===== config.mk =====
export PLATFORM = sky130hd
export DESIGN_NAME = wbt_sqrt_cell
export DESIGN_NICKNAME = d
export VERILOG_FILES = /design/src/hdl/wbt_pkg.sv /design/src/hdl/wbt_sqrt_cell.sv
export SDC_FILE = /design/constraint.sdc
export NUM_CORES = 1
export LEC_CHECK = 0
export ABC_AREA = 1
export BUFFER_PORTS_ARGS = -buffer_cell sky130_fd_sc_hd__buf_2
export CORE_ASPECT_RATIO = 0.75
export CORE_MARGIN = 2
export CORE_UTILIZATION = 54
export CTS_CLUSTER_SIZE = 16
export DETAILED_ROUTE_END_ITERATION = 10
export GPL_TIMING_DRIVEN = 0
export PLACE_DENSITY = 0.87
export SKIP_CTS_REPAIR_TIMING = 1
export SLEW_MARGIN = 20
export SYNTH_ARGS = -nofsm -noshare
export SYNTH_HDL_FRONTEND = slang
export SYNTH_SLANG_ARGS = --single-unit

===== constraint.sdc =====
create_clock -name i_clk -period 6 [get_ports i_clk]
set_clock_uncertainty 0.1 [all_clocks]
set_input_delay 0.9 -clock i_clk [delete_from_list [all_inputs] [get_ports i_clk]]
set_output_delay 0.9 -clock i_clk [all_outputs]
set_load 0.02 [all_outputs]

===== src/hdl/wbt_pkg.sv =====
// Shared types, constants and the arctangent table for the wet-bulb estimator.
// No dependencies.
`default_nettype none
package wbt_pkg;

    localparam int ATAN_STAGES = 16;
    localparam int SQRT_STAGES = 20;

    localparam logic signed [14:0] T_MIN   = -15'sd5120;
    localparam logic signed [14:0] T_MAX   = 15'sd12800;
    localparam logic        [14:0] RH_MIN  = 15'd1280;
    localparam logic        [14:0] RH_MAX  = 15'd25344;
    localparam logic signed [19:0] WB_MIN  = -20'sd8192;
    localparam logic signed [19:0] WB_MAX  = 20'sd16383;
    localparam logic signed [14:0] THR_RST = 15'sd8960;

    localparam logic [23:0] C_SQ_OFS  = 24'd544844;
    localparam logic [21:0] C_A1_MUL  = 22'd2549751;
    localparam logic [18:0] C_A4_MUL  = 19'd387570;
    localparam logic [16:0] C_C4_MUL  = 17'd65740;
    localparam logic [23:0] C_T3_OFS  = 24'd109860;
    localparam logic [27:0] C_BIAS    = 28'd307104;
    localparam logic signed [31:0] CORDIC_X0 = 32'sd65536;

    typedef struct packed {
        logic [22:0] rem;
        logic [19:0] root;
        logic [39:0] rad;
    } t_sqrt;

    typedef struct packed {
        logic signed [31:0] x;
        logic signed [31:0] y;
        logic signed [19:0] z;
    } t_cordic;

    function automatic logic [16:0] atan_q16(input logic [4:0] i);
        logic [16:0] v;
        case (i)
            5'd0:    v = 17'd51472;
            5'd1:    v = 17'd30386;
            5'd2:    v = 17'd16055;
            5'd3:    v = 17'd8150;
            5'd4:    v = 17'd4091;
            5'd5:    v = 17'd2047;
            5'd6:    v = 17'd1024;
            5'd7:    v = 17'd512;
            5'd8:    v = 17'd256;
            5'd9:    v = 17'd128;
            5'd10:   v = 17'd64;
            5'd11:   v = 17'd32;
            5'd12:   v = 17'd16;
            5'd13:   v = 17'd8;
            5'd14:   v = 17'd4;
            5'd15:   v = 17'd2;
            5'd16:   v = 17'd1;
            default: v = 17'd0;
        endcase
        return v;
    endfunction

endpackage
`default_nettype wire


===== src/hdl/wbt_sqrt_cell.sv =====
// One cell of the integer square root chain: one root bit per cell.
// Depends on wbt_pkg.
`default_nettype none
module wbt_sqrt_cell (
    input  wire logic          i_clk,
    input  wire logic          i_en,
    input  wire wbt_pkg::t_sqrt i_d,
    output wbt_pkg::t_sqrt     o_d
);
    logic [22:0]    w_shift;
    logic [22:0]    w_trial;
    wbt_pkg::t_sqrt n_d;
    wbt_pkg::t_sqrt r_d;

    assign w_shift = {i_d.rem[20:0], i_d.rad[39:38]};
    assign w_trial = {1'b0, i_d.root, 2'b01};

    always_comb begin
        n_d.rad = {i_d.rad[37:0], 2'b00};
        if (w_shift >= w_trial) begin
            n_d.rem  = w_shift - w_trial;
            n_d.root = {i_d.root[18:0], 1'b1};
        end else begin
            n_d.rem  = w_shift;
            n_d.root = {i_d.root[18:0], 1'b0};
        end
    end

    always_ff @(posedge i_clk) begin
        if (i_en) begin
            r_d <= n_d;
        end
    end

    assign o_d = r_d;
endmodule
`default_nettype wire


**Word level (Yosys, flattened, before mapping)**

Cells that the tools add are included.

- Add/subtract/negate cells: 1
- $mul: 0
- Div/mod/pow operators: 0
- Order comparisons: 1
- Eq/ne operators: 0
- Shifts and indexed selects: 0
- Mux-type cells: 1
- Bitwise logic cells: 0
- Reductions and logical operators: 0

Operators by type and width:

| cell | count |
|---|---|
| $mux 43 | 1 |
| $ge 23x22->1 | 1 |
| $sub 23x22->23 | 1 |

- Bits in registers: 81
- Latch bits: 0
- Bits in writable memories: 0
- Memory bits (read-only): 0
- Input bits: 85
- Output and inout port bits: 83
- Word-level logic and storage cells: 6
- Memories: 0

**Longest topological paths before layout**

- Depth after elaboration: 2
- Depth in mapped cells: 14
- Depth with buffers taken out: 13

**Worst setup path after synthesis**

OpenSTA, ideal clock, no wires.

- Path kind: input to register
- Start point: in i_d[44] in the netlist's numbering
- End point: reg r_d (netlist bit o_d[79]), data pin
- Arrival: 2.180 ns
- Data required time: 5.647 ns
- Slack: 3.467 ns
- Cell stages on the path: 11
- Cells stage by stage: inv_1 ha_1 nand2_1 inv_1 a21oi_1 nand2_1 nand2_1 nand4_4 buf_4 nand3_1 nand2_1

RTL lines:

| what | RTL line | text |
|---|---|---|
| start: declaration | wbt_sqrt_cell.sv:7 | `input wire wbt_pkg::t_sqrt i_d,` |
| end signal: assignment | wbt_sqrt_cell.sv:31 | `r_d <= n_d;` |
| end: declaration | wbt_sqrt_cell.sv:13 | `wbt_pkg::t_sqrt r_d;` |

==> flow_summary.toml <==
[pwr]
power.switching_uw = 471
comb_power_share_pct = 23.8
power.leakage_uw = 0.00301
internal_power_uw = 1090
p_sw_share_pct = 30.2
clockPowerShare_pct = 31.3
vdd_ir_drop_max_mv = 0.137
p_seq_share_pct = 44.9
power_density_nw_per_um2 = 274

[synth]
postSynthCellCount = 521
avgSynthCellArea_um2 = 8.59
yosys_warnings = 0
synth_area_leader_cell = "edfxtp_1"
netlist.area_leader.share_pct = 54.4
async_flop_share_pct = 0
syn_area_um2 = 4470
ys_seq_elements = 81
yosys_most_used_dff = "edfxtp_1"
seq_area_frac_synth_pct = 54.4
synth_edf_count = 81
synth_area_leaders = "edfxtp_1 (54%), nand2_1 (17%), inv_1 (8.5%), ha_1 (6.2%), nand3_1 (3.6%)"
synth_cell_type_count = 21

[detailed_routing]
vias = 3959
wirelength_um = 12000
antenna_left = 0
detail_route.drc_violations = 0
vias_per_cell = 4.91
wl_per_cell_um = 14.9
drt-initial-drc-count = 222
firstDrtPassIters = 5

[critical_path]
path_class = "input port to register"
critical-path-max-stage-delay_ps = 380
crit_slowest_cell = "ha_1"
crit_path_start_kind = "input port"
crit_top_cell = "nand2_1"
crit_path_cell_trace = "buf_2 -> inv_1 -> ha_1 -> o21ai_0 -> nand2_1 -> nand2_1 -> nand2_1 -> nand2_1 -> nand4_4 -> inv_2 -> buf_6 -> a21oi_2"
crit_buf_inv = 4
cp_max_fo = 10
cp.arrival_ps = 2680
worstPathRequired_ps = 6020
crit_family = "simple AND/OR/NAND/NOR gates"
cp-end-kind = "register"

[final_layout]
utilization_pct = 71.5
final_cells = 806
n_antenna_cell = 0
largest_reg_flops = 81
final_cell_mix = "nand2_1 (208), buf_2 (162), inv_1 (101), edfxtp_1 (81), nand3_1 (32)"
area_growth_pct = 27.1
fin_nets = 804
layout.cells.most_common = "nand2_1"
layout-drive-gt1-share_pct = 27.2

[floorplan]
start_util_pct = 56.2
num_io_pins = 168
core_area_um2 = 7950
dieArea_um2 = 9040
row_count = 28
die_x_um = 109
die_y_um = 82.8

[timing]
setup_viol = 0
max_slew.worst_pin.slew_ps = 544
period_share_pct = 44.4
slew_violations = 0
hold_ws_ps = 614
rsz0062_at_grt = "no"
timing.final.hold_violations = 0
slew-limit-headroom_pct = 63.7
fin_tns_setup_ps = 0
min_period_ps = 2660
max_clock_freq_mhz = 375

[cts]
cts.reportedPaths.clkPinSlew_ps = 90
htree_num_levels = 3
clockBufferDepth = 2
clock_sinks = 81
clockRootBuffer = "clkbuf_8"
tritoncts = "built"
cts_buffers = 9

[placement]
place.gp.congestion = 0.883
dpl.hpwl_um = 9400
numPortBuffers = 163
dp.cells = 791

[global_route]
grt_overflow_total = 0
grt_first_pass_wirelength_um = 18500
antenna_found_initial = 0
grt_usage_pct = 26.8
grt_max_degree = 42
grt_pass1_vias = 3802

[hold_path]
min_to = "o_d[22]"
holdPathStages = 1
hp-start = "i_d[20]"
hp-class = "input port to register"

[status]
status = "finished clean"

[job]
cap_viol_max_count = 0
[final cells by class]
| class | instances | area, um2 |
|---|---|---|
| clock buffer | 9 | 124 |
| tap | 105 | 131 |
| inverter | 102 | 383 |
| fill | 654 | 2270 |
| clock inverter | 6 | 116 |
| timing repair buffer | 164 | 838 |
| buffer | 6 | 52.6 |
| multi-input combinational | 333 | 1610 |
| sequential | 81 | 2430 |
[power groups by stage]
stage / registers [uW] / logic, uW / clock network (uW)
5_1_grt: 707 / 407 / 518
3_5_place_dp: 714 / 367 / 0
6_report: 701 / 371 / 489
2_1_floorplan: 788 / 156 / 0
3_3_place_gp: 712 / 357 / 0
4_1_cts: 702 / 370 / 495
[kinds of logic after synthesis]
logic type      Yosys count  share of synthesized area (%)
compound gates           14                           1.65
fa+ha+maj                22                           6.15
other cells               1                         0.0838
flops                    81                           54.4
simple gates            287                           26.4
xor+xnor                  8                           1.57
buf+inv                 108                           9.73
[worst max-delay path by stage]
stage / slack [ps] / startpoint / to / depth (start not counted)
after floorplan: 3470 / i_d[44] / o_d[79] / 11
after global placement: 3030 / i_d[40] / o_d[82] / 12
after detailed placement: 3000 / i_d[40] / o_d[74] / 12
after CTS: 3370 / i_d[40] / o_d[74] / 12
after global routing: 3160 / i_d[48] / o_d[63] / 13
final: 3340 / i_d[40] / o_d[82] / 12
[layer usage]
metal | global-route usage [%] | part of all wire, %
met5 | 0 | 0
met4 | 7.81 | 1.7
met3 | 7.46 | 9.6
met2 | 43.8 | 46
met1 | 34.8 | 43
[cell usage after synthesis, types with 2 or more instances]
library cell  count
a21oi_1          11
nor2_2            2
nand3_1          32
xor2_1            8
ha_1             22
nand2_1         208
nand3b_1          6
nor3_1            2
o21ai_0           2
edfxtp_1         81
inv_1           101
nand4_1           5
buf_4             4
nor2_1           29
buf_6             2
[metrics by stage]
step	setup WS (ps)	power (uW)	area [um2]
2_1_floorplan	3470	944	4480
3_3_place_gp	3030	1070	5420
3_5_place_dp	3000	1080	5450
4_1_cts	3370	1570	5690
5_1_grt	3160	1630	5690
6_report	3340	1560	5690
Note: power is estimated with default switching activity, not from simulation.
