File: config.mk
export PLATFORM = sky130hd
export DESIGN_NAME = wbt_cordic_cell
export DESIGN_NICKNAME = d
export VERILOG_FILES = /design/src/hdl/wbt_pkg.sv /design/src/hdl/wbt_cordic_cell.sv
export SDC_FILE = /design/constraint.sdc
export NUM_CORES = 1
export LEC_CHECK = 0
export BUFFER_PORTS_ARGS = -buffer_cell sky130_fd_sc_hd__buf_2
export CAP_MARGIN = 40
export CORE_AREA = 2 2 174 176
export CTS_CLUSTER_SIZE = 25
export DETAILED_ROUTE_END_ITERATION = 12
export DIE_AREA = 0 0 176 178
export SETUP_SLACK_MARGIN = 0.15
export SYNTH_ARGS = -nofsm -noshare
export SYNTH_HDL_FRONTEND = slang
export SYNTH_SLANG_ARGS = --single-unit
File: constraint.sdc
create_clock -name i_clk -period 14.5 [get_ports i_clk]
set_input_delay 2.175 -clock i_clk [delete_from_list [all_inputs] [get_ports i_clk]]
set_output_delay 2.175 -clock i_clk [all_outputs]
set_load 0.03 [all_outputs]
File: src/hdl/wbt_pkg.sv
// Shared types, constants and the arctangent table for the wet-bulb estimator.
// No dependencies.
`default_nettype none
package wbt_pkg;

    localparam int ATAN_STAGES = 16;
    localparam int SQRT_STAGES = 20;

    localparam logic signed [14:0] T_MIN   = -15'sd5120;
    localparam logic signed [14:0] T_MAX   = 15'sd12800;
    localparam logic        [14:0] RH_MIN  = 15'd1280;
    localparam logic        [14:0] RH_MAX  = 15'd25344;
    localparam logic signed [19:0] WB_MIN  = -20'sd8192;
    localparam logic signed [19:0] WB_MAX  = 20'sd16383;
    localparam logic signed [14:0] THR_RST = 15'sd8960;

    localparam logic [23:0] C_SQ_OFS  = 24'd544844;
    localparam logic [21:0] C_A1_MUL  = 22'd2549751;
    localparam logic [18:0] C_A4_MUL  = 19'd387570;
    localparam logic [16:0] C_C4_MUL  = 17'd65740;
    localparam logic [23:0] C_T3_OFS  = 24'd109860;
    localparam logic [27:0] C_BIAS    = 28'd307104;
    localparam logic signed [31:0] CORDIC_X0 = 32'sd65536;

    typedef struct packed {
        logic [22:0] rem;
        logic [19:0] root;
        logic [39:0] rad;
    } t_sqrt;

    typedef struct packed {
        logic signed [31:0] x;
        logic signed [31:0] y;
        logic signed [19:0] z;
    } t_cordic;

    function automatic logic [16:0] atan_q16(input logic [4:0] i);
        logic [16:0] v;
        case (i)
            5'd0:    v = 17'd51472;
            5'd1:    v = 17'd30386;
            5'd2:    v = 17'd16055;
            5'd3:    v = 17'd8150;
            5'd4:    v = 17'd4091;
            5'd5:    v = 17'd2047;
            5'd6:    v = 17'd1024;
            5'd7:    v = 17'd512;
            5'd8:    v = 17'd256;
            5'd9:    v = 17'd128;
            5'd10:   v = 17'd64;
            5'd11:   v = 17'd32;
            5'd12:   v = 17'd16;
            5'd13:   v = 17'd8;
            5'd14:   v = 17'd4;
            5'd15:   v = 17'd2;
            5'd16:   v = 17'd1;
            default: v = 17'd0;
        endcase
        return v;
    endfunction

endpackage
`default_nettype wire

File: src/hdl/wbt_cordic_cell.sv
// One vectoring CORDIC micro-rotation for the arctangent chains.
// Depends on wbt_pkg.
`default_nettype none
module wbt_cordic_cell (
    input  wire logic             i_clk,
    input  wire logic             i_en,
    input  wire logic [4:0]       i_stage,
    input  wire wbt_pkg::t_cordic i_d,
    output wbt_pkg::t_cordic      o_d
);
    logic signed [31:0] w_dx;
    logic signed [31:0] w_dy;
    logic signed [19:0] w_ang;
    wbt_pkg::t_cordic   n_d;
    wbt_pkg::t_cordic   r_d;

    assign w_dx  = i_d.y >>> i_stage;
    assign w_dy  = i_d.x >>> i_stage;
    assign w_ang = $signed({3'b000, wbt_pkg::atan_q16(i_stage)});

    always_comb begin
        if (!i_d.y[31]) begin
            n_d.x = i_d.x + w_dx;
            n_d.y = i_d.y - w_dy;
            n_d.z = i_d.z + w_ang;
        end else begin
            n_d.x = i_d.x - w_dx;
            n_d.y = i_d.y + w_dy;
            n_d.z = i_d.z - w_ang;
        end
    end

    always_ff @(posedge i_clk) begin
        if (i_en) begin
            r_d <= n_d;
        end
    end

    assign o_d = r_d;
endmodule
`default_nettype wire

### Word level (Yosys, flattened, before mapping)

Memories as Yosys holds them, arrays and structs flattened.
Index checks and enable logic that the tools add are counted.

| cells by class | value |
|---|---|
| div/mod/pow operators | 0 |
| bitwise logic cells | 0 |
| reduce and logical (&&, ||, !) cells | 0 |
| shift operators | 2 |
| $add $sub $neg | 6 |
| muxes and demuxes | 1 |
| multipliers | 0 |
| magnitude comparators | 0 |
| eq/ne operators | 0 |

Operator list:

| cell | number |
|---|---|
| $mux W84 | 1 |
| $add A32 B32 Y32 | 2 |
| $sshr A32 B5 Y32 | 2 |
| $sub A32 B32 Y32 | 2 |
| $add A20 B18 Y20 | 1 |
| $sub A20 B18 Y20 | 1 |

| storage, ports and cells | value |
|---|---|
| register bits | 84 |
| output and inout port bits | 84 |
| ROM bits | 512 |
| bits in latches | 0 |
| RAM bits | 0 |
| memories kept | 1 |

Memories:

| name | words | width | read ports | clocked after memory_dff | wr ports | RTL line | RTL |
|---|---|---|---|---|---|---|---|
| (no name shown) | 32 | 16 | 1 | 0 | 0 | wbt_pkg.sv:39 | `case (i)` |

### Logic depth before layout (Yosys ltp)

| depth | value |
|---|---|
| word-level depth | 3 |
| depth in mapped cells | 28 |
| gate-level depth less buffers | 21 |

### Worst setup path after synthesis

Ideal clock, no wire load.

| timing path | value |
|---|---|
| kind | input port to flip-flop |
| start point | input port i_stage[1] |
| end point | register r_d (netlist bit o_d[82]), data pin |
| setup slack | 6.327 ns |
| path buffers | 6 |
| stages | 27 |
| arrival time | 7.912 ns |
| cells stage by stage | buf_2 buf_2 buf_2 buf_2 buf_2 buf_2 mux4_2 o32ai_1 o21ai_0 o21ai_0 ha_1 inv_1 or3b_4 nor3_4 a21oi_2 o21ai_0 o211ai_1 ha_1 or4_1 a221oi_1 nand2_1 o31a_1 a221o_1 a41oi_1 a211oi_1 a211oi_1 xnor2_1 |

RTL lines:

| item | RTL line | RTL |
|---|---|---|
| start: declaration | wbt_cordic_cell.sv:7 | `input wire logic [4:0] i_stage,` |
| end signal: assignment | wbt_cordic_cell.sv:35 | `r_d <= n_d;` |
| end: declaration | wbt_cordic_cell.sv:15 | `wbt_pkg::t_cordic r_d;` |

==> results.toml <==
[yosys]
synth_top_flop_cell = "edfxtp_1"
synth_top_area_share_pct = 19.3
synth_cell_types = 102
yosys_warnings = 0
syn_inst = 1404
ys_seq_area_share_pct = 19.3
synth_area_um2 = 13100
synth_top_cells_by_area = "edfxtp_1 19%, mux4_2 13%, ha_1 9.4%"
ys_ff_latch = 84
syn_area_per_cell_um2 = 9.32
synth_edf_count = 84
ys_async_sr_fraction_pct = 0
synth_nets = 1596
synth_top_area_cell = "edfxtp_1"

[placed_design]
gp_congestion = 0.960
post-place-cells = 1898
place_worst_setup_slack_ns = 5.25
dp_hpwl_mm = 32.5
io_buffer_count = 174

[floorplanning]
start_util_pct = 44.5
io_pins = 175
die_h_um = 178
dieArea_um2 = 31300
std_cell_rows = 63
die_w_um = 176
core_area_um2 = 29400

[clocking]
cts_resized = 0
cts_post_setup_buffers_inserted = 0
numCtsBuffers = 9
cts-hold-fix-buffers = 0
root_buffer = "clkbuf_16"
clockBufferDepth = 2
clock_sinks = 84
cts_tree = "yes"
clkTransAtPathRegs_ns = 0.07
htree_levels = 3

[final_layout]
drive_gt1_share_pct = 22.4
fin_util_pct = 49.0
num_antenna_cells = 0
syn2layout_area_growth_pct = 10.2
stdcell_count = 1912
largest_register_ffs = 84
layout.nets = 1711
fillCellCount = 2818

[drt]
num_vias = 12100
drc = 0
drtIter0Drc = 1145
wl_met2_mm = 19.0
routedWlPerCell_um = 21.8
antenna_left = 0
drt-met1-wl_mm = 18.4
first_pass_iters = 7
met3WireLength_mm = 2.64
top_layer = "met4"
avgViaCountPerCell = 6.31
drt_wl_total_mm = 41.7

[timing]
worst_slack_ns = 5.50
setup_viol = 0
slew_viol_final = 0
period_needed_ns = 9.00
relSlewSlack_pct = 37.3
tns_ns = 0
rsz0062_at_grt = "false"
worst_pin_slew_ns = 0.914
fin_crit_sh_pct = 62.1
max_freq_ghz = 0.111
whs_ns = 2.15
final_hold_viol_count = 0

[critical_path]
cpPeakStageDelay_ns = 0.72
worstSetupEndpointType = "flip-flop"
path_max_fanout = 58
crit_path_top_delay_cell = "nor3_2"
cp.arrival_ns = 9.11
worstSetupPathType = "in2reg"
cp.required_ns = 14.61
crit_chain = "buf_4, buf_4, buf_16, mux4_2, mux2i_1, o311ai_1, or3_4, nor3_2, a31oi_1, xnor2_1, o21ai_0, ha_1, or4_1, a221oi_1, nand2_1, o31a_1, a221o_1, a41oi_1, a211oi_1, a211oi_1, xnor2_1"
startpoint_type = "input pin"

[global_routing]
antenna_found_initial = 0
grt_pass1_wl_mm = 64.9
groute.usage.overall_pct = 26.6
overflow = 0
grt_pass1_vias = 11300
grt_max_degree = 65

[worst_hold_path]
hold_start = "i_d[20]"
holdCritPathClass = "in2reg"
holdPathEnd = "o_d[20]"
worstHoldPathCells = 2

[power_and_ir_drop]
leakage_uw = 0.00591
vdd_drop_max_mv = 0.0529
p_per_area_nw_per_um2 = 104

[job]
drv_cap = 0

[outcome]
status = "finished, final reports clean"
==> layout make-up <==
| type | instances | area [µm²] | area share (%) |
|---|---|---|---|
| Sequential cell | 84 | 2520 | 17.5 |
| Multi-Input combinational cell | 1189 | 9890 | 68.6 |
| Timing Repair Buffer | 190 | 1060 | 7.32 |
| Inverter | 45 | 169 | 1.17 |
| Tap cell | 390 | 488 | 3.38 |
| Clock inverter | 3 | 63.8 | 0.443 |
| Clock buffer | 11 | 233 | 1.61 |
==> metal layers <==
metal	vias up	global-route usage (%)
li1	5654	-
met1	5828	36.6
met2	505	42.3
met3	76	3.26
met4	0	11.5
met5	-	0
==> layout by cell type, fill, tap and decap left out, types with 18 or more instances in the layout <==
master | Yosys | final
xnor2_1 | 79 | 79
mux2i_1 | 69 | 69
inv_1 | 40 | 40
nand3_1 | 35 | 35
xor2_1 | 54 | 54
nand2_1 | 83 | 83
mux4_2 | 73 | 73
nor3_1 | 33 | 33
and3_1 | 22 | 22
ha_1 | 98 | 98
nand2b_1 | 18 | 18
a21o_1 | 29 | 29
o21ai_0 | 76 | 76
buf_2 | 21 | 172
a21oi_1 | 102 | 102
nor2_1 | 101 | 101
a31oi_1 | 30 | 30
edfxtp_1 | 84 | 84
mux2_2 | 25 | 25
==> synth_stat cells, drive strengths merged, types with 4 or more instances <==
| library cell | count |
|---|---|
| o22ai | 4 |
| a21boi | 5 |
| inv | 44 |
| nor4 | 4 |
| nor2 | 101 |
| o21ai | 76 |
| o2111ai | 4 |
| ha | 98 |
| and3 | 22 |
| a31oi | 30 |
| or2 | 9 |
| a21o | 29 |
| o31ai | 5 |
| a22oi | 6 |
| nand2 | 84 |
| o21a | 13 |
| mux2i | 71 |
| a41oi | 8 |
| a21oi | 104 |
| nor3b | 6 |
| nor2b | 14 |
| mux2 | 29 |
| nor3 | 36 |
| o311ai | 4 |
| nand4 | 8 |
| or3 | 11 |
| a211o | 12 |
| a2111oi | 5 |
| and4 | 4 |
| o21bai | 10 |
| edfxtp | 84 |
| a211oi | 12 |
| nand2b | 18 |
| o211ai | 17 |
| clkbuf | 40 |
| a221oi | 7 |
| buf | 46 |
| nand3 | 36 |
| and2 | 13 |
| mux4 | 77 |
| o32ai | 5 |
| o31a | 5 |
| xnor2 | 79 |
| xor2 | 54 |
==> power by group <==
part           total [µW]  internal [µW]  switching (µW)
registers             376            362            14.1
clock network         250            149             102
logic                 868            329             539
==> through the flow <==
| step | area [µm²] | power, µW |
|---|---|---|
| 6_report | 14400 | 1490 |
| 5_1_grt | 14400 | 1590 |
| 4_1_cts | 14400 | 1500 |
| 3_5_place_dp | 14100 | 1240 |
| 3_3_place_gp | 14000 | 1240 |
| 2_1_floorplan | 13100 | 1030 |
==> critical path, delay by kind of cell <==
family / cells / cell delay (ns)
AO/OA/AOI/OAI: 9 / 2.48
XOR/XNOR: 2 / 0.30
adder cells (fa/ha/maj): 1 / 0.25
buffers and inverters: 3 / 1.04
multiplexers: 2 / 1.06
AND/OR/NAND/NOR: 4 / 1.76
==> kinds of logic (layout without fill, tap and decap cells) <==
family | Yosys count | after routing | synth area share [%]
buf+inv | 131 | 249 | 5.14
compound gates | 399 | 399 | 20.6
fa+ha+maj | 101 | 101 | 9.83
flops | 84 | 84 | 19.3
simple gates | 378 | 378 | 14.6
xor+xnor | 134 | 134 | 9.08
mux | 177 | 177 | 21.5
==> worst max-delay path by stage <==
stage | startpoint | endpoint | slack (ns) | cells after the start
final | i_stage[0] | o_d[82] | 5.50 | 21
after global placement | i_stage[0] | o_d[82] | 5.02 | 20
after global routing | i_stage[0] | o_d[82] | 5.00 | 21
after CTS | i_stage[0] | o_d[82] | 5.59 | 21
after detailed placement | i_stage[0] | o_d[82] | 5.25 | 21
after floorplan | i_stage[1] | o_d[82] | 6.33 | 27
No activity file was read; power rests on OpenSTA's default activity.
